$ cat src/design/dsrd_pkg.sv
// Shared types, widths and codes for the dive sample record decoder.
`default_nettype none

package dsrd_pkg;

    // Sizing
    localparam int MIX_SLOTS_DEF = 8;
    localparam int DEPTH_W       = 16;
    localparam int TEMP_W        = 8;
    localparam int FLAG_W        = 8;
    localparam int GAS_W         = 3;
    localparam int SPIDX_W       = 2;
    localparam int SP_W          = 8;
    localparam int SEC_W         = 20;
    localparam int VALUE_W       = 30;
    localparam int KIND_W        = 3;
    localparam int PREV_W        = 4;
    localparam int IN_TDATA_W    = 32;
    localparam int OUT_TDATA_W   = 32;
    localparam int CFG_ADDR_W    = 3;
    localparam int CFG_DATA_W    = 8;
    localparam int NUM_SP        = 4;

    // Sample timing
    localparam int SAMPLE_INTERVAL = 10;
    localparam int MS_PER_S        = 1000;

    // Flag byte layout
    localparam int CCR_BIT = 7;
    localparam int SP_LSB  = 5;
    localparam int GAS_LSB = 2;

    // Marker for no previous gas
    localparam logic [PREV_W-1:0] NO_MIX = 4'd8;

    // Result kinds
    typedef logic [KIND_W-1:0] t_kind;
    localparam t_kind KIND_TIME  = 3'd0;
    localparam t_kind KIND_DEPTH = 3'd1;
    localparam t_kind KIND_TEMP  = 3'd2;
    localparam t_kind KIND_GAS   = 3'd3;
    localparam t_kind KIND_SP    = 3'd4;

    // Register indexes
    localparam logic [CFG_ADDR_W-1:0] REG_SETPOINT_ZERO  = 3'd0;
    localparam logic [CFG_ADDR_W-1:0] REG_SETPOINT_ONE   = 3'd1;
    localparam logic [CFG_ADDR_W-1:0] REG_SETPOINT_TWO   = 3'd2;
    localparam logic [CFG_ADDR_W-1:0] REG_SETPOINT_THREE = 3'd3;

    // Request to the gas table unit
    typedef struct packed {
        logic             clear;
        logic             start;
        logic [GAS_W-1:0] gas;
    } t_mix_req;

endpackage

`default_nettype wire

$ cat src/design/dsrd_mix_table.sv
// First-seen gas table with a one-entry-per-cycle search and append.
`default_nettype none

module dsrd_mix_table #(
    parameter int MIX_SLOTS = dsrd_pkg::MIX_SLOTS_DEF
) (
    input  wire                               i_clk,
    input  wire                               i_rst_n,
    input  dsrd_pkg::t_mix_req                i_req,
    output logic                              o_done,
    output logic [$clog2(MIX_SLOTS+1)-1:0]    o_index
);
    import dsrd_pkg::*;

    localparam int CW = $clog2(MIX_SLOTS + 1);
    localparam int IW = (MIX_SLOTS > 1) ? $clog2(MIX_SLOTS) : 1;
    localparam logic [CW-1:0] SLOTS = CW'(MIX_SLOTS);

    logic [GAS_W-1:0] r_table [MIX_SLOTS];
    logic [CW-1:0]    r_count;
    logic [CW-1:0]    r_idx;
    logic             r_busy;
    logic [GAS_W-1:0] r_gas;
    logic             r_done;
    logic [CW-1:0]    r_index;

    logic             w_in_range;
    logic [GAS_W-1:0] w_entry;
    logic             w_hit;

    // Shared compare: one table entry against the searched id
    always_comb begin
        w_in_range = (r_idx < r_count);
        w_entry    = w_in_range ? r_table[r_idx[IW-1:0]] : '0;
        w_hit      = w_in_range && (w_entry == r_gas);
    end

    // Walk the table; append on a miss while room is left
    always_ff @(posedge i_clk) begin
        if (!i_rst_n || i_req.clear) begin
            r_count <= '0;
            r_busy  <= 1'b0;
            r_done  <= 1'b0;
            r_idx   <= '0;
            for (int i = 0; i < MIX_SLOTS; i++) begin
                r_table[i] <= '0;
            end
        end else begin
            r_done <= 1'b0;
            if (i_req.start) begin
                r_busy <= 1'b1;
                r_idx  <= '0;
                r_gas  <= i_req.gas;
            end else if (r_busy) begin
                if (w_hit) begin
                    r_index <= r_idx;
                    r_busy  <= 1'b0;
                    r_done  <= 1'b1;
                end else if (!w_in_range) begin
                    if (r_count < SLOTS) begin
                        r_table[r_count[IW-1:0]] <= r_gas;
                        r_count                  <= r_count + 1'b1;
                        r_index                  <= r_count;
                    end else begin
                        r_index <= SLOTS;
                    end
                    r_busy <= 1'b0;
                    r_done <= 1'b1;
                end else begin
                    r_idx <= r_idx + 1'b1;
                end
            end
        end
    end

    assign o_done  = r_done;
    assign o_index = r_index;

endmodule

`default_nettype wire

$ cat src/design/dive_sample_record_decoder_unit.sv
// Top level of the dive sample record decoder: sequencer, time, setpoints, result register.
//
//  channel    | dir | handshake                    | contents
//  s_axis     | in  | s_axis_tvalid/s_axis_tready  | tdata depth, temperature, flags; tuser start
//  m_axis     | out | m_axis_tvalid/m_axis_tready  | tdata value; tuser kind; tlast
//  cfg        | in  | i_cfg_we                     | i_cfg_addr setpoint index, i_cfg_data byte
//
// With the gas id unchanged a sample is the transfer, then the time, depth and temperature
// result loads, plus a setpoint result load in CCR mode. A gas change adds the shared search
// unit: one compare per table entry, an append or give-up on a miss and a handoff of the
// index, then the gas result load. Input is taken only while the sequencer is idle; the last
// result may still sit in the output register then. A stalled result holds the sequencer at
// its next result load. Reset is synchronous.
`default_nettype none

module dive_sample_record_decoder_unit #(
    parameter int MIX_SLOTS = dsrd_pkg::MIX_SLOTS_DEF
) (
    input  wire                               i_clk,
    input  wire                               i_rst_n,
    // tdata: depth_raw[15:0], temperature_raw[23:16], flag_byte[31:24]
    input  wire  [dsrd_pkg::IN_TDATA_W-1:0]   s_axis_tdata,
    // tuser: dive_start[0]
    input  wire  [0:0]                        s_axis_tuser,
    input  wire                               s_axis_tvalid,
    output logic                              s_axis_tready,
    // tdata: value[29:0], zero[31:30]
    output logic [dsrd_pkg::OUT_TDATA_W-1:0]  m_axis_tdata,
    // tuser: kind[2:0]
    output logic [dsrd_pkg::KIND_W-1:0]       m_axis_tuser,
    output logic                              m_axis_tlast,
    output logic                              m_axis_tvalid,
    input  wire                               m_axis_tready,
    input  wire                               i_cfg_we,
    input  wire  [dsrd_pkg::CFG_ADDR_W-1:0]   i_cfg_addr,
    input  wire  [dsrd_pkg::CFG_DATA_W-1:0]   i_cfg_data
);
    import dsrd_pkg::*;

    localparam int CW = $clog2(MIX_SLOTS + 1);

    localparam logic [2:0] S_IDLE  = 3'd0;
    localparam logic [2:0] S_TIME  = 3'd1;
    localparam logic [2:0] S_DEPTH = 3'd2;
    localparam logic [2:0] S_TEMP  = 3'd3;
    localparam logic [2:0] S_SCAN  = 3'd4;
    localparam logic [2:0] S_GAS   = 3'd5;
    localparam logic [2:0] S_SP    = 3'd6;

    logic [2:0]         r_state,     n_state;
    logic [SEC_W-1:0]   r_sec,       n_sec;
    logic [PREV_W-1:0]  r_prev,      n_prev;
    logic               r_out_valid, n_out_valid;
    t_kind              r_kind,      n_kind;
    logic [VALUE_W-1:0] r_value,     n_value;
    logic               r_last,      n_last;
    logic [CW-1:0]      r_gas_idx,   n_gas_idx;

    logic [SP_W-1:0]    r_setpoint [NUM_SP];
    logic [DEPTH_W-1:0] r_depth;
    logic [TEMP_W-1:0]  r_temp;
    logic               r_ccr;
    logic [SPIDX_W-1:0] r_sp;
    logic [GAS_W-1:0]   r_gas;

    logic               w_accept;
    logic               w_out_free;
    logic               w_gas_new;
    logic [VALUE_W-1:0] w_time_ms;
    t_mix_req           w_req;
    logic               w_mix_done;
    logic [CW-1:0]      w_mix_index;

    assign w_accept   = s_axis_tvalid && s_axis_tready;
    assign w_out_free = !r_out_valid || m_axis_tready;
    assign w_gas_new  = ({1'b0, r_gas} != r_prev);
    assign w_time_ms  = VALUE_W'(r_sec) * VALUE_W'(MS_PER_S);

    // Gas table search unit
    dsrd_mix_table #(
        .MIX_SLOTS (MIX_SLOTS)
    ) u_mix_table (
        .i_clk   (i_clk),
        .i_rst_n (i_rst_n),
        .i_req   (w_req),
        .o_done  (w_mix_done),
        .o_index (w_mix_index)
    );

    // Sequence the results of one sample
    always_comb begin
        n_state     = r_state;
        n_sec       = r_sec;
        n_prev      = r_prev;
        n_out_valid = r_out_valid && !m_axis_tready;
        n_kind      = r_kind;
        n_value     = r_value;
        n_last      = r_last;
        n_gas_idx   = r_gas_idx;
        w_req       = '0;
        w_req.gas   = r_gas;
        case (r_state)
            S_IDLE: begin
                if (w_accept) begin
                    if (s_axis_tuser[0]) begin
                        n_sec       = SEC_W'(SAMPLE_INTERVAL);
                        n_prev      = NO_MIX;
                        w_req.clear = 1'b1;
                    end else begin
                        n_sec = r_sec + SEC_W'(SAMPLE_INTERVAL);
                    end
                    n_state = S_TIME;
                end
            end
            S_TIME: begin
                if (w_out_free) begin
                    n_out_valid = 1'b1;
                    n_kind      = KIND_TIME;
                    n_value     = w_time_ms;
                    n_last      = 1'b0;
                    n_state     = S_DEPTH;
                end
            end
            S_DEPTH: begin
                if (w_out_free) begin
                    n_out_valid = 1'b1;
                    n_kind      = KIND_DEPTH;
                    n_value     = VALUE_W'(r_depth);
                    n_last      = 1'b0;
                    n_state     = S_TEMP;
                end
            end
            S_TEMP: begin
                if (w_out_free) begin
                    n_out_valid = 1'b1;
                    n_kind      = KIND_TEMP;
                    n_value     = VALUE_W'(r_temp);
                    n_last      = !w_gas_new && !r_ccr;
                    if (w_gas_new) begin
                        w_req.start = 1'b1;
                        n_state     = S_SCAN;
                    end else if (r_ccr) begin
                        n_state = S_SP;
                    end else begin
                        n_state = S_IDLE;
                    end
                end
            end
            S_SCAN: begin
                if (w_mix_done) begin
                    n_gas_idx = w_mix_index;
                    n_state   = S_GAS;
                end
            end
            S_GAS: begin
                if (w_out_free) begin
                    n_out_valid = 1'b1;
                    n_kind      = KIND_GAS;
                    n_value     = VALUE_W'(r_gas_idx);
                    n_last      = !r_ccr;
                    n_prev      = {1'b0, r_gas};
                    n_state     = r_ccr ? S_SP : S_IDLE;
                end
            end
            S_SP: begin
                if (w_out_free) begin
                    n_out_valid = 1'b1;
                    n_kind      = KIND_SP;
                    n_value     = VALUE_W'(r_setpoint[r_sp]);
                    n_last      = 1'b1;
                    n_state     = S_IDLE;
                end
            end
            default: begin
                n_state = S_IDLE;
            end
        endcase
    end

    // Control state
    always_ff @(posedge i_clk) begin
        if (!i_rst_n) begin
            r_state     <= S_IDLE;
            r_sec       <= '0;
            r_prev      <= NO_MIX;
            r_out_valid <= 1'b0;
        end else begin
            r_state     <= n_state;
            r_sec       <= n_sec;
            r_prev      <= n_prev;
            r_out_valid <= n_out_valid;
        end
    end

    // Result payload and search result
    always_ff @(posedge i_clk) begin
        r_kind    <= n_kind;
        r_value   <= n_value;
        r_last    <= n_last;
        r_gas_idx <= n_gas_idx;
    end

    // Capture sample fields on transfer
    always_ff @(posedge i_clk) begin
        if (w_accept) begin
            r_depth <= s_axis_tdata[DEPTH_W-1:0];
            r_temp  <= s_axis_tdata[DEPTH_W +: TEMP_W];
            r_ccr   <= s_axis_tdata[DEPTH_W + TEMP_W + CCR_BIT];
            r_sp    <= s_axis_tdata[DEPTH_W + TEMP_W + SP_LSB +: SPIDX_W];
            r_gas   <= s_axis_tdata[DEPTH_W + TEMP_W + GAS_LSB +: GAS_W];
        end
    end

    // Setpoint registers; other indexes are dropped
    always_ff @(posedge i_clk) begin
        if (!i_rst_n) begin
            for (int i = 0; i < NUM_SP; i++) begin
                r_setpoint[i] <= '0;
            end
        end else if (i_cfg_we) begin
            case (i_cfg_addr)
                REG_SETPOINT_ZERO:  r_setpoint[0] <= i_cfg_data;
                REG_SETPOINT_ONE:   r_setpoint[1] <= i_cfg_data;
                REG_SETPOINT_TWO:   r_setpoint[2] <= i_cfg_data;
                REG_SETPOINT_THREE: r_setpoint[3] <= i_cfg_data;
                default: begin
                end
            endcase
        end
    end

    // Drive ports
    assign s_axis_tready = (r_state == S_IDLE);
    assign m_axis_tvalid = r_out_valid;
    assign m_axis_tdata  = OUT_TDATA_W'(r_value);
    assign m_axis_tuser  = r_kind;
    assign m_axis_tlast  = r_last;

    // A setpoint result always closes its sample
    a_sp_last: assert property (@(posedge i_clk) disable iff (!i_rst_n)
        (m_axis_tvalid && (m_axis_tuser == KIND_SP)) |-> m_axis_tlast)
        else $error("setpoint result without tlast");

    // The time result never closes a sample
    a_time_not_last: assert property (@(posedge i_clk) disable iff (!i_rst_n)
        (m_axis_tvalid && (m_axis_tuser == KIND_TIME)) |-> !m_axis_tlast)
        else $error("time result carries tlast");

    // The gas index never exceeds the slot count
    a_gas_range: assert property (@(posedge i_clk) disable iff (!i_rst_n)
        (m_axis_tvalid && (m_axis_tuser == KIND_GAS))
            |-> (m_axis_tdata <= OUT_TDATA_W'(MIX_SLOTS)))
        else $error("gas index out of range");

    // The search unit reports only while the sequencer waits for it
    a_done_in_scan: assert property (@(posedge i_clk) disable iff (!i_rst_n)
        w_mix_done |-> (r_state == S_SCAN))
        else $error("search done outside scan");

endmodule

`default_nettype wire

$ cat config.mk
export PLATFORM = sky130hd
export DESIGN_NAME = dive_sample_record_decoder_unit
export DESIGN_NICKNAME = d
export VERILOG_FILES = /design/src/design/dsrd_pkg.sv /design/src/design/dsrd_mix_table.sv /design/src/design/dive_sample_record_decoder_unit.sv
export SDC_FILE = /design/constraint.sdc
export NUM_CORES = 1
export LEC_CHECK = 0
export ABC_AREA = 1
export BUFFER_PORTS_ARGS = -buffer_cell sky130_fd_sc_hd__buf_2
export CAP_MARGIN = 20
export CORE_ASPECT_RATIO = 0.5
export CORE_MARGIN = 2
export CORE_UTILIZATION = 65
export DETAILED_ROUTE_END_ITERATION = 6
export PLACE_DENSITY_LB_ADDON = 0.25
export SYNTH_ARGS = -nofsm -noshare
export SYNTH_HDL_FRONTEND = slang
export SYNTH_SLANG_ARGS = --single-unit
$ cat constraint.sdc
create_clock -name i_clk -period 11 [get_ports i_clk]
set_input_delay 1.1 -clock i_clk [delete_from_list [all_inputs] [get_ports i_clk]]
set_output_delay 1.1 -clock i_clk [all_outputs]
set_load 0.01 [all_outputs]
==> out/metrics.cfg <==
[run_status]
status = completed

[clock_network]
clock-sinks = 173
postCtsSetupBuffers = 0
cts.path.max_buffers = 2
cts_root_buf = clkbuf_16
cts_max_level = 4
ctsResizeCount = 0
clk_pin_slew_ns = 0.07
hold_buffers = 0
cts_made_buffers = 17
cts_tree = done
clock_latency_ns = 0.44

[routing]
vias = 7881
drc_errors = 0
post_drt_via_cell_ratio = 5.566
post_drt_wl_per_cell_um = 16.09
firstDrtPassIters = 5
drt_iter0_drc = 692
drt-total-wl_um = 22790
antenna_left = 0

[cells_and_area]
antenna-diode-count = 0
drive_gt1_share_pct = 13.12
fin_nets = 1358
syn_to_final_growth_pct = 11.90
final_cells = 1416

[setup_path]
worstPathCellList = inv_1 -> fa_1 -> fa_1 -> fa_1 -> fa_1 -> inv_1 -> ha_1 -> nand2_1 -> o21ai_1 -> a21oi_1 -> o21ai_1 -> nand3_1 -> nand2_1 -> nand2_1 -> nor3b_1
critPathMaxStageDelay_ns = 0.63
cp_common_cell = fa_1
startpoint_type = flop
cpLargestDelayFamily = adder cells
ff2ff_setup_slack_ns = 6.18
path_buf_inv = 2
cp_slowest_cell = fa_1
crit_fanout = 9
critical_path_arrival_ns = 5.00
end_kind = flop
critical_path_class = flop to flop
required_ns = 11.18

[floorplan]
core_area_um2 = 16230
start_util_pct = 65.92
die-area_um2 = 17560
dieHeight_um = 94.71
die_width_um = 185.4
ios = 87
row_count = 33

[grt]
grt_max_degree = 39
grt_overflow = 0
grt_pass1_vias = 7905
antenna_found_initial = 0
track_usage_pct = 27.68
grt_pass1_wl_um = 37480

[yosys]
synth_edf_count = 131
async_flop_share_pct = 0
ys_seq_area_share_pct = 44.64
yosysWarnings = 0
synthDistinctLibCells = 52
ys_ff_latch = 173
synth_ff_type = edfxtp_1
synth_area_um2 = 10700
syn_inst = 1084
syn_area_per_cell_um2 = 9.868

[sta]
worstMarginPinSlew_ns = 0.7260
hold_slack_ns = 0.4296
relSlewSlack_pct = 51.42
rsz0062_at_grt = no
slew_viol_final = 0
tns_ns = 0
fmax_mhz = 207.4
clock-skew-final_ns = 0.01486
setup-violations-final = 0
hold_violations = 0
post-route-min-period_ns = 4.822
finalCritPeriodShare_pct = 43.83

[job]
max_cap_viol_count = 0

[power]
p_per_area_nw_per_um2 = 202.6
ir_drop_v = 0.0001343
leakagePower_uw = 0.005188

[place]
portBuffers = 82
placed_cells = 1383
dp_hpwl_um = 16770
gp_congestion = 0.9135

[worst_hold_path]
hold_class = flop to flop

[cells in the mapped netlist (all sizes together) (2+ instances only)]
cell    number  area share (%)
o21a         3            0.21
buf         12            0.75
fa          69              13
clkbuf       6            0.21
nor4         2            0.12
edfxtp     131              37
nand2      141             5.2
a21oi       68             3.3
clkinv       3            0.11
nand3       50             2.7
xnor2        7            0.57
o21ai       58             2.7
or2          8            0.47
a31oi        5            0.29
a22oi        9            0.63
nor3        14            0.70
o32ai        8            0.66
a22o         4            0.33
nor2       150             5.9
dfxtp       42             7.9
conb         2           0.070
a21o         4            0.28
ha          64             7.5
a211oi       5            0.35
nand4       21             1.6
inv        180             6.3
o31ai        2            0.14
xor2         9            0.74
[routing by layer]
layer / routed length [um] / global-route usage [%] / share of wire (%) / vias up
li1: - / - / - / 3795
met1: 9427 / 34.41 / 41 / 3840
met2: 11930 / 49.84 / 52 / 202
met3: 1014 / 4.821 / 4.5 / 44
met4: 414 / 8.929 / 1.8 / 0
met5: 0 / 0 / 0 / -
[placed cells by master (no fill, tap or decap), types with 17 or more instances in the layout]
cell type  count
nand3_1       45
inv_1        175
a21oi_1       66
clkbuf_16     17
fa_1          69
nor2_1       142
o21ai_0       52
ha_1          64
buf_2         82
nand2_1      132
nand4_1       18
edfxtp_1     131
dfxtp_1       42
[cell type report]
cell class | instances | area [um^2]
Tap cell | 227 | 284.0
Multi-Input combinational cell | 714 | 5156
Clock inverter | 14 | 165.2
Inverter | 183 | 689.4
Clock buffer | 18 | 439.2
Timing Repair Buffer | 87 | 460.4
Fill cell | 1148 | 4258
Sequential cell | 173 | 4775
[cell families after synthesis]
group                    Yosys count  synth area share (%)
adder cells (fa/ha/maj)          133                 20.40
buffers and inverters            201                 7.404
AO/OA/AOI/OAI                    170                 9.229
AND/OR/NAND/NOR                  389                 16.95
XOR/XNOR                          16                 1.310
flip-flops                       173                 44.64
other                              2               0.07021
[stage by stage]
step,cell area (um^2),setup slack [ns],total power [uW],utilization (%)
after global placement,11340,6.386,1763,69.91
final,11970,6.178,2425,73.76
after global routing,11970,5.999,2570,73.76
after detailed placement,11340,6.341,1802,69.91
after floorplan,10710,6.845,1550,-
after CTS,11950,6.259,2421,73.64
[path summary, 6_finish.rpt]
check / cells past startpoint / startpoint / to
max: 15 / r_sec[1] / r_value[23]
min: 0 / u_mix_table.o_index[0] / r_gas_idx[0]
min reg2reg: 0 / u_mix_table.o_index[0] / r_gas_idx[0]
max reg2reg: 15 / r_sec[1] / r_value[23]
[state kept, by name, indices dropped and copies added, names as in the netlist, 3 cells and up, named ones only]
| signal | flops |
|---|---|
| r_gas_idx | 4 |
| u_mix_table.o_index | 4 |
| r_depth | 16 |
| r_prev | 4 |
| r_gas | 3 |
| u_mix_table.r_idx | 4 |
| r_state | 3 |
| r_setpoint | 32 |
| r_sec | 19 |
| u_mix_table.r_gas | 3 |
| u_mix_table.r_count | 4 |
| m_axis_tuser | 3 |
| u_mix_table.r_table | 24 |
| r_value | 30 |
| r_temp | 8 |
[where the power goes]
part | switching (uW) | internal [uW]
combinational | 539 | 319
clock | 302 | 314
sequential | 67.2 | 883
Note: power is estimated with default switching activity, not from simulation.
